`src/rtl/fbsp_pkg.sv`:
```
// ----------------------------------------------------------------------------
// Framed byte stream parser package
// Shared widths, codes and the command and status bundles between the
// controller and the datapath.
// ----------------------------------------------------------------------------
package fbsp_pkg;

  localparam int MaxPayload = 32;
  localparam int ByteW      = 8;
  localparam int LenW       = 7;
  localparam int PlenW      = 6;
  localparam int StatusW    = 2;
  localparam int AddrW      = (MaxPayload > 1) ? $clog2(MaxPayload) : 1;
  localparam int CfgIdxW    = 2;

  localparam logic [CfgIdxW-1:0] CfgFirstHeader  = 2'd0;
  localparam logic [CfgIdxW-1:0] CfgSecondHeader = 2'd1;

  localparam logic [ByteW-1:0] FirstHeaderReset  = 8'd170;
  localparam logic [ByteW-1:0] SecondHeaderReset = 8'd85;

  localparam logic [StatusW-1:0] StGood   = 2'd0;
  localparam logic [StatusW-1:0] StLenErr = 2'd1;
  localparam logic [StatusW-1:0] StSumErr = 2'd2;

  localparam logic [1:0] OutLenErr    = 2'd0;
  localparam logic [1:0] OutSumErr    = 2'd1;
  localparam logic [1:0] OutGoodEmpty = 2'd2;
  localparam logic [1:0] OutPayload   = 2'd3;

  typedef struct packed {
    logic       take_length;
    logic       take_body;
    logic       out_load;
    logic [1:0] out_sel;
    logic       rd_en;
    logic       rd_start;
    logic       rd_next;
  } ctrl_cmd_t;

  typedef struct packed {
    logic is_first;
    logic is_second;
    logic len_bad;
    logic body_end;
    logic sum_ok;
    logic plen_zero;
    logic rd_last;
    logic out_free;
  } dp_status_t;

endpackage

```
`src/rtl/fbsp_ram.sv`:
```
// ----------------------------------------------------------------------------
// Generic RAM
// One write port and one read port with registered read data.
// ----------------------------------------------------------------------------
module fbsp_ram #(
  parameter int Width = 8,
  parameter int Depth = 32
) (
  input  logic                                   clk_i,
  input  logic                                   wr_en_i,
  input  logic [((Depth > 1) ? $clog2(Depth) : 1)-1:0] wr_addr_i,
  input  logic [Width-1:0]                       wr_data_i,
  input  logic                                   rd_en_i,
  input  logic [((Depth > 1) ? $clog2(Depth) : 1)-1:0] rd_addr_i,
  output logic [Width-1:0]                       rd_data_o
);

  logic [Width-1:0] mem_q [Depth];
  logic [Width-1:0] rd_data_q;

  always_ff @(posedge clk_i) begin
    if (wr_en_i) begin
      mem_q[wr_addr_i] <= wr_data_i;
    end
  end

  always_ff @(posedge clk_i) begin
    if (rd_en_i) begin
      rd_data_q <= mem_q[rd_addr_i];
    end
  end

  assign rd_data_o = rd_data_q;

endmodule

```
`src/rtl/fbsp_datapath.sv`:
```
// ----------------------------------------------------------------------------
// Parser datapath
// Header registers, frame length, body counter, checksum, payload store,
// read index and the output register.
// ----------------------------------------------------------------------------
module fbsp_datapath (
  input  logic                                 clk_i,
  input  logic                                 rst_ni,
  input  logic                                 cfg_valid_i,
  input  logic [fbsp_pkg::CfgIdxW-1:0]         cfg_index_i,
  input  logic [fbsp_pkg::ByteW-1:0]           cfg_data_i,
  input  logic [fbsp_pkg::ByteW-1:0]           rx_byte_i,
  input  fbsp_pkg::ctrl_cmd_t                  cmd_i,
  output fbsp_pkg::dp_status_t                 status_o,
  input  logic                                 out_ready_i,
  output logic                                 out_valid_o,
  output logic [fbsp_pkg::StatusW-1:0]         res_status_o,
  output logic [fbsp_pkg::ByteW-1:0]           command_o,
  output logic [fbsp_pkg::PlenW-1:0]           payload_length_o,
  output logic                                 payload_valid_o,
  output logic [fbsp_pkg::PlenW-1:0]           payload_position_o,
  output logic [fbsp_pkg::ByteW-1:0]           payload_byte_o,
  output logic                                 last_of_run_o
);

  logic [fbsp_pkg::ByteW-1:0]   first_hdr_q, second_hdr_q;
  logic [fbsp_pkg::LenW-1:0]    decl_len_q, body_cnt_q, body_cnt_d;
  logic [fbsp_pkg::ByteW-1:0]   sum_q, cmd_hold_q;
  logic [fbsp_pkg::AddrW-1:0]   rd_idx_q;
  logic [fbsp_pkg::PlenW-1:0]   plen, rd_pos;
  logic [fbsp_pkg::ByteW-1:0]   ram_rdata;
  logic                         ram_we;
  logic [fbsp_pkg::LenW-1:0]    wr_off;

  logic                         out_valid_q;
  logic [fbsp_pkg::StatusW-1:0] out_status_q, out_status_d;
  logic [fbsp_pkg::ByteW-1:0]   out_cmd_q, out_cmd_d;
  logic [fbsp_pkg::PlenW-1:0]   out_len_q, out_len_d, out_pos_q, out_pos_d;
  logic                         out_pvalid_q, out_pvalid_d;
  logic [fbsp_pkg::ByteW-1:0]   out_byte_q, out_byte_d;
  logic                         out_last_q, out_last_d;

  always_ff @(posedge clk_i or negedge rst_ni) begin
    if (!rst_ni) begin
      first_hdr_q  <= fbsp_pkg::FirstHeaderReset;
      second_hdr_q <= fbsp_pkg::SecondHeaderReset;
    end else if (cfg_valid_i) begin
      if (cfg_index_i == fbsp_pkg::CfgFirstHeader) begin
        first_hdr_q <= cfg_data_i;
      end else if (cfg_index_i == fbsp_pkg::CfgSecondHeader) begin
        second_hdr_q <= cfg_data_i;
      end
    end
  end

  assign body_cnt_d = body_cnt_q + fbsp_pkg::LenW'(1);
  assign plen       = fbsp_pkg::PlenW'(decl_len_q - fbsp_pkg::LenW'(1));
  assign rd_pos     = fbsp_pkg::PlenW'(rd_idx_q);
  assign wr_off     = body_cnt_d - fbsp_pkg::LenW'(2);

  assign status_o.is_first  = (rx_byte_i == first_hdr_q);
  assign status_o.is_second = (rx_byte_i == second_hdr_q);
  assign status_o.len_bad   = (rx_byte_i == '0) ||
                              (rx_byte_i > fbsp_pkg::ByteW'(fbsp_pkg::MaxPayload + 1));
  assign status_o.body_end  = (body_cnt_d > decl_len_q);
  assign status_o.sum_ok    = (rx_byte_i == sum_q);
  assign status_o.plen_zero = (plen == '0);
  assign status_o.rd_last   = (rd_pos == plen - fbsp_pkg::PlenW'(1));
  assign status_o.out_free  = !out_valid_q || out_ready_i;

  always_ff @(posedge clk_i or negedge rst_ni) begin
    if (!rst_ni) begin
      decl_len_q <= '0;
      body_cnt_q <= '0;
      sum_q      <= '0;
      cmd_hold_q <= '0;
    end else if (cmd_i.take_length) begin
      decl_len_q <= rx_byte_i[fbsp_pkg::LenW-1:0];
      body_cnt_q <= '0;
      sum_q      <= rx_byte_i;
    end else if (cmd_i.take_body) begin
      body_cnt_q <= body_cnt_d;
      if (!status_o.body_end) begin
        sum_q <= sum_q + rx_byte_i;
        if (body_cnt_d == fbsp_pkg::LenW'(1)) begin
          cmd_hold_q <= rx_byte_i;
        end
      end
    end
  end

  assign ram_we = cmd_i.take_body && !status_o.body_end &&
                  (body_cnt_d != fbsp_pkg::LenW'(1));

  fbsp_ram #(
    .Width (fbsp_pkg::ByteW),
    .Depth (fbsp_pkg::MaxPayload)
  ) u_store (
    .clk_i     (clk_i),
    .wr_en_i   (ram_we),
    .wr_addr_i (wr_off[fbsp_pkg::AddrW-1:0]),
    .wr_data_i (rx_byte_i),
    .rd_en_i   (cmd_i.rd_en),
    .rd_addr_i (rd_idx_q),
    .rd_data_o (ram_rdata)
  );

  always_ff @(posedge clk_i or negedge rst_ni) begin
    if (!rst_ni) begin
      rd_idx_q <= '0;
    end else if (cmd_i.rd_start) begin
      rd_idx_q <= '0;
    end else if (cmd_i.rd_next) begin
      rd_idx_q <= rd_idx_q + fbsp_pkg::AddrW'(1);
    end
  end

  always_comb begin
    out_status_d = fbsp_pkg::StGood;
    out_cmd_d    = '0;
    out_len_d    = '0;
    out_pvalid_d = 1'b0;
    out_pos_d    = '0;
    out_byte_d   = '0;
    out_last_d   = 1'b1;
    case (cmd_i.out_sel)
      fbsp_pkg::OutLenErr: begin
        out_status_d = fbsp_pkg::StLenErr;
      end
      fbsp_pkg::OutSumErr: begin
        out_status_d = fbsp_pkg::StSumErr;
      end
      fbsp_pkg::OutGoodEmpty: begin
        out_cmd_d = cmd_hold_q;
      end
      fbsp_pkg::OutPayload: begin
        out_cmd_d    = cmd_hold_q;
        out_len_d    = plen;
        out_pvalid_d = 1'b1;
        out_pos_d    = rd_pos;
        out_byte_d   = ram_rdata;
        out_last_d   = status_o.rd_last;
      end
      default: begin
        out_status_d = fbsp_pkg::StGood;
      end
    endcase
  end

  always_ff @(posedge clk_i or negedge rst_ni) begin
    if (!rst_ni) begin
      out_valid_q <= 1'b0;
    end else if (cmd_i.out_load) begin
      out_valid_q <= 1'b1;
    end else if (out_ready_i) begin
      out_valid_q <= 1'b0;
    end
  end

  always_ff @(posedge clk_i) begin
    if (cmd_i.out_load) begin
      out_status_q <= out_status_d;
      out_cmd_q    <= out_cmd_d;
      out_len_q    <= out_len_d;
      out_pvalid_q <= out_pvalid_d;
      out_pos_q    <= out_pos_d;
      out_byte_q   <= out_byte_d;
      out_last_q   <= out_last_d;
    end
  end

  assign out_valid_o        = out_valid_q;
  assign res_status_o       = out_status_q;
  assign command_o          = out_cmd_q;
  assign payload_length_o   = out_len_q;
  assign payload_valid_o    = out_pvalid_q;
  assign payload_position_o = out_pos_q;
  assign payload_byte_o     = out_byte_q;
  assign last_of_run_o      = out_last_q;

endmodule

```
`src/rtl/fbsp_ctrl.sv`:
```
// ----------------------------------------------------------------------------
// Parser controller
// Frame state machine: header hunt, length, body, and the payload read-out.
// ----------------------------------------------------------------------------
module fbsp_ctrl (
  input  logic                 clk_i,
  input  logic                 rst_ni,
  input  logic                 in_valid_i,
  output logic                 in_ready_o,
  input  fbsp_pkg::dp_status_t status_i,
  output fbsp_pkg::ctrl_cmd_t  cmd_o
);

  localparam logic [2:0] SHunt   = 3'd0;
  localparam logic [2:0] SSecond = 3'd1;
  localparam logic [2:0] SLength = 3'd2;
  localparam logic [2:0] SBody   = 3'd3;
  localparam logic [2:0] SRead   = 3'd4;
  localparam logic [2:0] SWait   = 3'd5;

  logic [2:0] state_q, state_d;
  logic       in_fire;

  assign in_fire = in_valid_i && in_ready_o;

  always_comb begin
    state_d    = state_q;
    in_ready_o = 1'b0;
    cmd_o      = '0;
    case (state_q)
      SHunt: begin
        in_ready_o = 1'b1;
        if (in_fire && status_i.is_first) begin
          state_d = SSecond;
        end
      end
      SSecond: begin
        in_ready_o = 1'b1;
        if (in_fire) begin
          state_d = status_i.is_second ? SLength : SHunt;
        end
      end
      SLength: begin
        in_ready_o = status_i.out_free;
        if (in_fire) begin
          if (status_i.len_bad) begin
            cmd_o.out_load = 1'b1;
            cmd_o.out_sel  = fbsp_pkg::OutLenErr;
            state_d        = SHunt;
          end else begin
            cmd_o.take_length = 1'b1;
            state_d           = SBody;
          end
        end
      end
      SBody: begin
        in_ready_o = status_i.out_free;
        if (in_fire) begin
          cmd_o.take_body = 1'b1;
          if (status_i.body_end) begin
            if (!status_i.sum_ok) begin
              cmd_o.out_load = 1'b1;
              cmd_o.out_sel  = fbsp_pkg::OutSumErr;
              state_d        = SHunt;
            end else if (status_i.plen_zero) begin
              cmd_o.out_load = 1'b1;
              cmd_o.out_sel  = fbsp_pkg::OutGoodEmpty;
              state_d        = SHunt;
            end else begin
              cmd_o.rd_start = 1'b1;
              state_d        = SRead;
            end
          end
        end
      end
      SRead: begin
        cmd_o.rd_en = 1'b1;
        state_d     = SWait;
      end
      SWait: begin
        cmd_o.out_sel = fbsp_pkg::OutPayload;
        if (status_i.out_free) begin
          cmd_o.out_load = 1'b1;
          if (status_i.rd_last) begin
            state_d = SHunt;
          end else begin
            cmd_o.rd_next = 1'b1;
            state_d       = SRead;
          end
        end
      end
      default: begin
        state_d = SHunt;
      end
    endcase
  end

  always_ff @(posedge clk_i or negedge rst_ni) begin
    if (!rst_ni) begin
      state_q <= SHunt;
    end else begin
      state_q <= state_d;
    end
  end

endmodule

```
`src/rtl/framed_byte_stream_parser.sv`:
```
// ----------------------------------------------------------------------------
// Framed byte stream parser
// Finds frames of two header bytes, a length, a command, a payload and an
// 8-bit checksum in a byte stream and reports each frame as results.
// ----------------------------------------------------------------------------
// The input channel takes one received byte per request. The output channel
// gives results: one per payload byte of a good frame, one for a good frame
// with no payload, and one for a length or checksum error.
// The configuration channel writes the two header byte values; index 0 is
// the first header byte and index 1 the second. Other indexes are ignored.
// A header byte is taken in the cycle it is offered. A length or body byte
// is taken only while the output register is free or being emptied.
// An error or an empty good frame appears at the output in the cycle after
// the byte that causes it. A payload run starts after the checksum byte;
// for each payload byte, state SRead does the registered read of the payload
// store, then state SWait loads the output register; no byte is taken in a run.
// Reset returns the parser to header hunting, empties the output register
// and loads the header values 170 and 85. When the receiver stalls, the
// held result stays and the parser waits; no result is lost.
// ----------------------------------------------------------------------------
module framed_byte_stream_parser (
  input  logic                         clk_i,
  input  logic                         rst_ni,
  input  logic                         cfg_valid_i,
  output logic                         cfg_ready_o,
  input  logic [fbsp_pkg::CfgIdxW-1:0] cfg_index_i,
  input  logic [fbsp_pkg::ByteW-1:0]   cfg_data_i,
  input  logic                         in_valid_i,
  output logic                         in_ready_o,
  input  logic [fbsp_pkg::ByteW-1:0]   rx_byte_i,
  output logic                         out_valid_o,
  input  logic                         out_ready_i,
  output logic [fbsp_pkg::StatusW-1:0] status_o,
  output logic [fbsp_pkg::ByteW-1:0]   command_o,
  output logic [fbsp_pkg::PlenW-1:0]   payload_length_o,
  output logic                         payload_valid_o,
  output logic [fbsp_pkg::PlenW-1:0]   payload_position_o,
  output logic [fbsp_pkg::ByteW-1:0]   payload_byte_o,
  output logic                         last_of_run_o
);

  fbsp_pkg::ctrl_cmd_t  cmd;
  fbsp_pkg::dp_status_t dp_status;

  assign cfg_ready_o = 1'b1;

  fbsp_ctrl u_ctrl (
    .clk_i      (clk_i),
    .rst_ni     (rst_ni),
    .in_valid_i (in_valid_i),
    .in_ready_o (in_ready_o),
    .status_i   (dp_status),
    .cmd_o      (cmd)
  );

  fbsp_datapath u_datapath (
    .clk_i              (clk_i),
    .rst_ni             (rst_ni),
    .cfg_valid_i        (cfg_valid_i),
    .cfg_index_i        (cfg_index_i),
    .cfg_data_i         (cfg_data_i),
    .rx_byte_i          (rx_byte_i),
    .cmd_i              (cmd),
    .status_o           (dp_status),
    .out_ready_i        (out_ready_i),
    .out_valid_o        (out_valid_o),
    .res_status_o       (status_o),
    .command_o          (command_o),
    .payload_length_o   (payload_length_o),
    .payload_valid_o    (payload_valid_o),
    .payload_position_o (payload_position_o),
    .payload_byte_o     (payload_byte_o),
    .last_of_run_o      (last_of_run_o)
  );

`ifndef SYNTHESIS
  a_no_overwrite: assert property (@(posedge clk_i) disable iff (!rst_ni)
    cmd.out_load |-> dp_status.out_free)
    else $error("Pending result overwritten.");

  a_no_input_during_run: assert property (@(posedge clk_i) disable iff (!rst_ni)
    cmd.rd_en |-> !in_ready_o)
    else $error("Input taken during payload read-out.");

  a_position_in_range: assert property (@(posedge clk_i) disable iff (!rst_ni)
    (out_valid_o && payload_valid_o) |-> (payload_position_o < payload_length_o))
    else $error("Payload position beyond payload length.");

  a_single_is_last: assert property (@(posedge clk_i) disable iff (!rst_ni)
    (out_valid_o && !payload_valid_o) |-> last_of_run_o)
    else $error("Single result not marked last.");
`endif

endmodule

```
`config.mk`:
```
export PLATFORM = sky130hd
export DESIGN_NAME = framed_byte_stream_parser
export DESIGN_NICKNAME = d
export VERILOG_FILES = /design/src/rtl/fbsp_pkg.sv /design/src/rtl/fbsp_ram.sv /design/src/rtl/fbsp_datapath.sv /design/src/rtl/fbsp_ctrl.sv /design/src/rtl/framed_byte_stream_parser.sv
export SDC_FILE = /design/constraint.sdc
export NUM_CORES = 1
export LEC_CHECK = 0
export BUFFER_PORTS_ARGS = -buffer_cell sky130_fd_sc_hd__buf_2
export CORE_ASPECT_RATIO = 0.9
export CORE_MARGIN = 2
export CORE_UTILIZATION = 25
export CTS_CLUSTER_SIZE = 16
export DETAILED_ROUTE_END_ITERATION = 6
export GPL_ROUTABILITY_DRIVEN = 0
export HOLD_SLACK_MARGIN = 0.02
export SLEW_MARGIN = 20
export SYNTH_ARGS = -nofsm -noshare
export SYNTH_HDL_FRONTEND = slang
export SYNTH_HIERARCHICAL = 1
export SYNTH_SLANG_ARGS = --single-unit
export TNS_END_PERCENT = 1
```
`constraint.sdc`:
```
create_clock -name clk_i -period 10.2 [get_ports clk_i]
set_clock_uncertainty 0.1 [all_clocks]
set_input_delay 0.51 -clock clk_i [delete_from_list [all_inputs] [get_ports clk_i]]
set_output_delay 0.51 -clock clk_i [all_outputs]
set_load 0.1 [all_outputs]
```
==> results.sh <==
export IMPL_power_total_w=0.00374
export IMPL_grt_pass1_vias=8089
export IMPL_antenna_left=0
export IMPL_peakVddDrop_mv=0.115
export IMPL_drc=0
export IMPL_cts_setup_buffers=0
export IMPL_place_inst=1679
export IMPL_syn_area_per_cell_um2=17.4
export IMPL_start_kind="register"
export IMPL_gr_total_overflow=0
export IMPL_final_cell_area_mm2=0.0173
export IMPL_port_buffers=55
export IMPL_diodes=0
export IMPL_synth_largest_area_cell="edfxtp_1"
export IMPL_htreeDepth=2
export IMPL_period_minus_slack_ns=5.73
export IMPL_viasPerCell=4.58
export IMPL_die_x_um=263
export IMPL_p_leak_nw=5.77
export IMPL_initial_core_util_pct=25.2
export IMPL_tns_ns=0
export IMPL_async_reset_ff_share_pct=15.7
export IMPL_vias=8000
export IMPL_final_cell_count_no_fill=1746
export IMPL_dp_hpwl_um=22400
export IMPL_fmax_ghz=0.175
export IMPL_cts_resized=0
export IMPL_drtPass1Iterations=5
export IMPL_io_pins=58
export IMPL_coreArea_mm2=0.0597
export IMPL_cpPeakStageDelay_ns=0.76
export IMPL_synth_seq_area_share_pct=68.1
export IMPL_drt_total_wl_um=34800
export IMPL_timing_rr_start="u_datapath/body_cnt_q[0]"
export IMPL_cp_required_ns=10.27
export IMPL_relSlewSlack_pct=31.5
export IMPL_row_count=85
export IMPL_synth_area_leaders="edfxtp_1, mux4_2, dfrtp_1"
export IMPL_setup_violations=0
export IMPL_numClockSinks=350
export IMPL_die_area_mm2=0.0622
export IMPL_antenna_found_initial=5
export IMPL_mappedNetlistNets=910
export IMPL_grt_total_usage_pct=11.2
export IMPL_nets=980
export IMPL_synth_top_area_share_pct=58.8
export IMPL_drv_cap=0
export IMPL_hold_viol_final=0
export IMPL_ys_ff_latch=350
export IMPL_cts_tree="built"
export IMPL_cts_made_buffers=37
export IMPL_status="completed"
export IMPL_drt_iter0_drc=592
export IMPL_grt_max_degree=70
export IMPL_power_density_mw_per_mm2=216
export IMPL_cts_root_buf="clkbuf_16"
export IMPL_synth_edf_count=295
export IMPL_rsz0062_at_grt="no"
export IMPL_critPathMaxFanout=10
export IMPL_synth_area_mm2=0.0151
export IMPL_yosys_warnings=6
export IMPL_cts_buffer_depth=3
export IMPL_cp_startpoint="u_datapath/body_cnt_q[0]"
export IMPL_cts_hold_buf=0
export IMPL_clk_latency_ns=0.55
export IMPL_critPathTopFamily="simple AND/OR/NAND/NOR gates"
export IMPL_endpoint_kind="register"
export IMPL_slowest_stage="nor2_1"
export IMPL_syn_inst=865
export IMPL_area_growth_pct=15.2
export IMPL_die_y_um=237
export IMPL_layout_drive_gt1_share_pct=27.7
export IMPL_cp_num_buf_inv=1
export IMPL_hold_ws_ns=0.0229
export IMPL_place_area_mm2=0.0162
export IMPL_ys_flop_type="edfxtp_1"
export IMPL_drv_slew=0
export IMPL_routedWlPerCell_um=19.9
export IMPL_tightest_slew_ns=1.03
export IMPL_cp_cell_sequence="ha_1 -> and3_1 -> xnor2_1 -> inv_1 -> ha_1 -> and3_1 -> o21a_1 -> a2111oi_0 -> o221a_1 -> or2_1 -> nor2b_1 -> nand3b_1 -> nor2_1"
export IMPL_min_path_type="in2async"
export IMPL_arrival_ns=5.80
export IMPL_crit_type="reg2reg"
export IMPL_synth_distinct_cells=68
export IMPL_grt_pass1_wl_um=52300
export IMPL_period_share_pct=56.2
export IMPL_clkTransAtPathRegs_ns=0.06
where the power goes:
part	switching [W]	total, W	internal, W
Combinational	0.000428	0.000840	0.000413
Sequential	0.0000568	0.00166	0.00160
Clock	0.000535	0.00124	0.000710
synth_stat cells (12+ instances only):
cell type and n:
edfxtp_1 295, mux4_2 80, nor2_1 69, dfrtp_1 47
mux2_2 32, xnor2_1 31, inv_1 29, nand2_1 29
ha_1 21, and3_1 17, o21ai_0 17, clkbuf_1 16
buf_4 12, xor2_1 12
metal layers:
metal,up-vias,GRT usage [%],part of all wire (%)
met5,-,0,0.15
met2,236,17.3,46
met4,8,3.95,2.2
met3,50,2.62,6.8
li1,3544,-,-
met1,4162,15.4,45
layout by cell type (no fill, tap or decap), types with 9 or more instances in the layout:
cell / instances
and2_1: 10
and3_1: 17
buf_2: 55
buf_4: 16
clkbuf_1: 15
clkbuf_16: 38
dfrtp_1: 45
edfxtp_1: 295
ha_1: 21
inv_1: 29
mux2_2: 32
mux4_2: 80
nand2_1: 29
nand3_1: 10
nand3b_1: 9
nand4_1: 9
nor2_1: 69
nor3_1: 9
o21ai_0: 17
xnor2_1: 31
xor2_1: 12
layout make-up:
| class | instances | area, um2 |
|---|---|---|
| Tap cell | 783 | 980 |
| Inverter | 30 | 113 |
| Clock inverter | 12 | 90.1 |
| Timing Repair Buffer | 71 | 395 |
| Fill cell | 5838 | 42300 |
| Multi-Input combinational cell | 445 | 4480 |
| Sequential cell | 350 | 10200 |
| Clock buffer | 55 | 1030 |
state kept, by name, summed over array words and instances, names as in the netlist, 3 cells and up:
signal,cells
u_datapath/payload_byte_o,8
u_datapath/payload_length_o,6
u_datapath/payload_position_o,5
u_datapath/command_o,8
u_datapath/u_store/rd_data_o,8
u_datapath/u_store/mem_q,256
u_datapath/cmd_hold_q,8
u_datapath/sum_q,8
u_datapath/second_hdr_q,8
u_datapath/rd_idx_q,5
u_ctrl/state_q,3
u_datapath/first_hdr_q,8
u_datapath/body_cnt_q,7
u_datapath/decl_len_q,7
kinds of logic after synthesis:
family	after synthesis	share of synthesized area (%)
AOI/OAI and AO/OA	66	3.87
xor gates and xnor gates	43	2.50
adders and majority gates	22	1.88
buffers and inverters	70	2.22
DFF	350	68.1
muxes	115	14.6
other	2	0.0499
and+or+nand+nor	197	6.83
through the flow:
stage	util (%)	setup WS, ns
global placement	27.2	4.69
CTS	29.1	4.54
floorplan	-	5.63
detailed placement	27.2	4.56
global route	29.1	4.04
finish	29.1	4.47
path summary, 6_finish.rpt:
check / endpoint / slack [ns] / cells after the start
max: u_datapath/u_store/mem_q[1][0] / 4.47 / 13
min: u_datapath/rd_idx_q[0] / 0.02 / 2
max reg2reg: u_datapath/u_store/mem_q[1][0] / 4.47 / 13
min reg2reg: u_datapath/cmd_hold_q[4] / 0.40 / 1
max in group asynchronous: u_datapath/rd_idx_q[0] / 9.42 / 2
min in group clk_i: u_datapath/first_hdr_q[3] / 0.12 / 2
No activity file was read; power rests on OpenSTA's default activity.
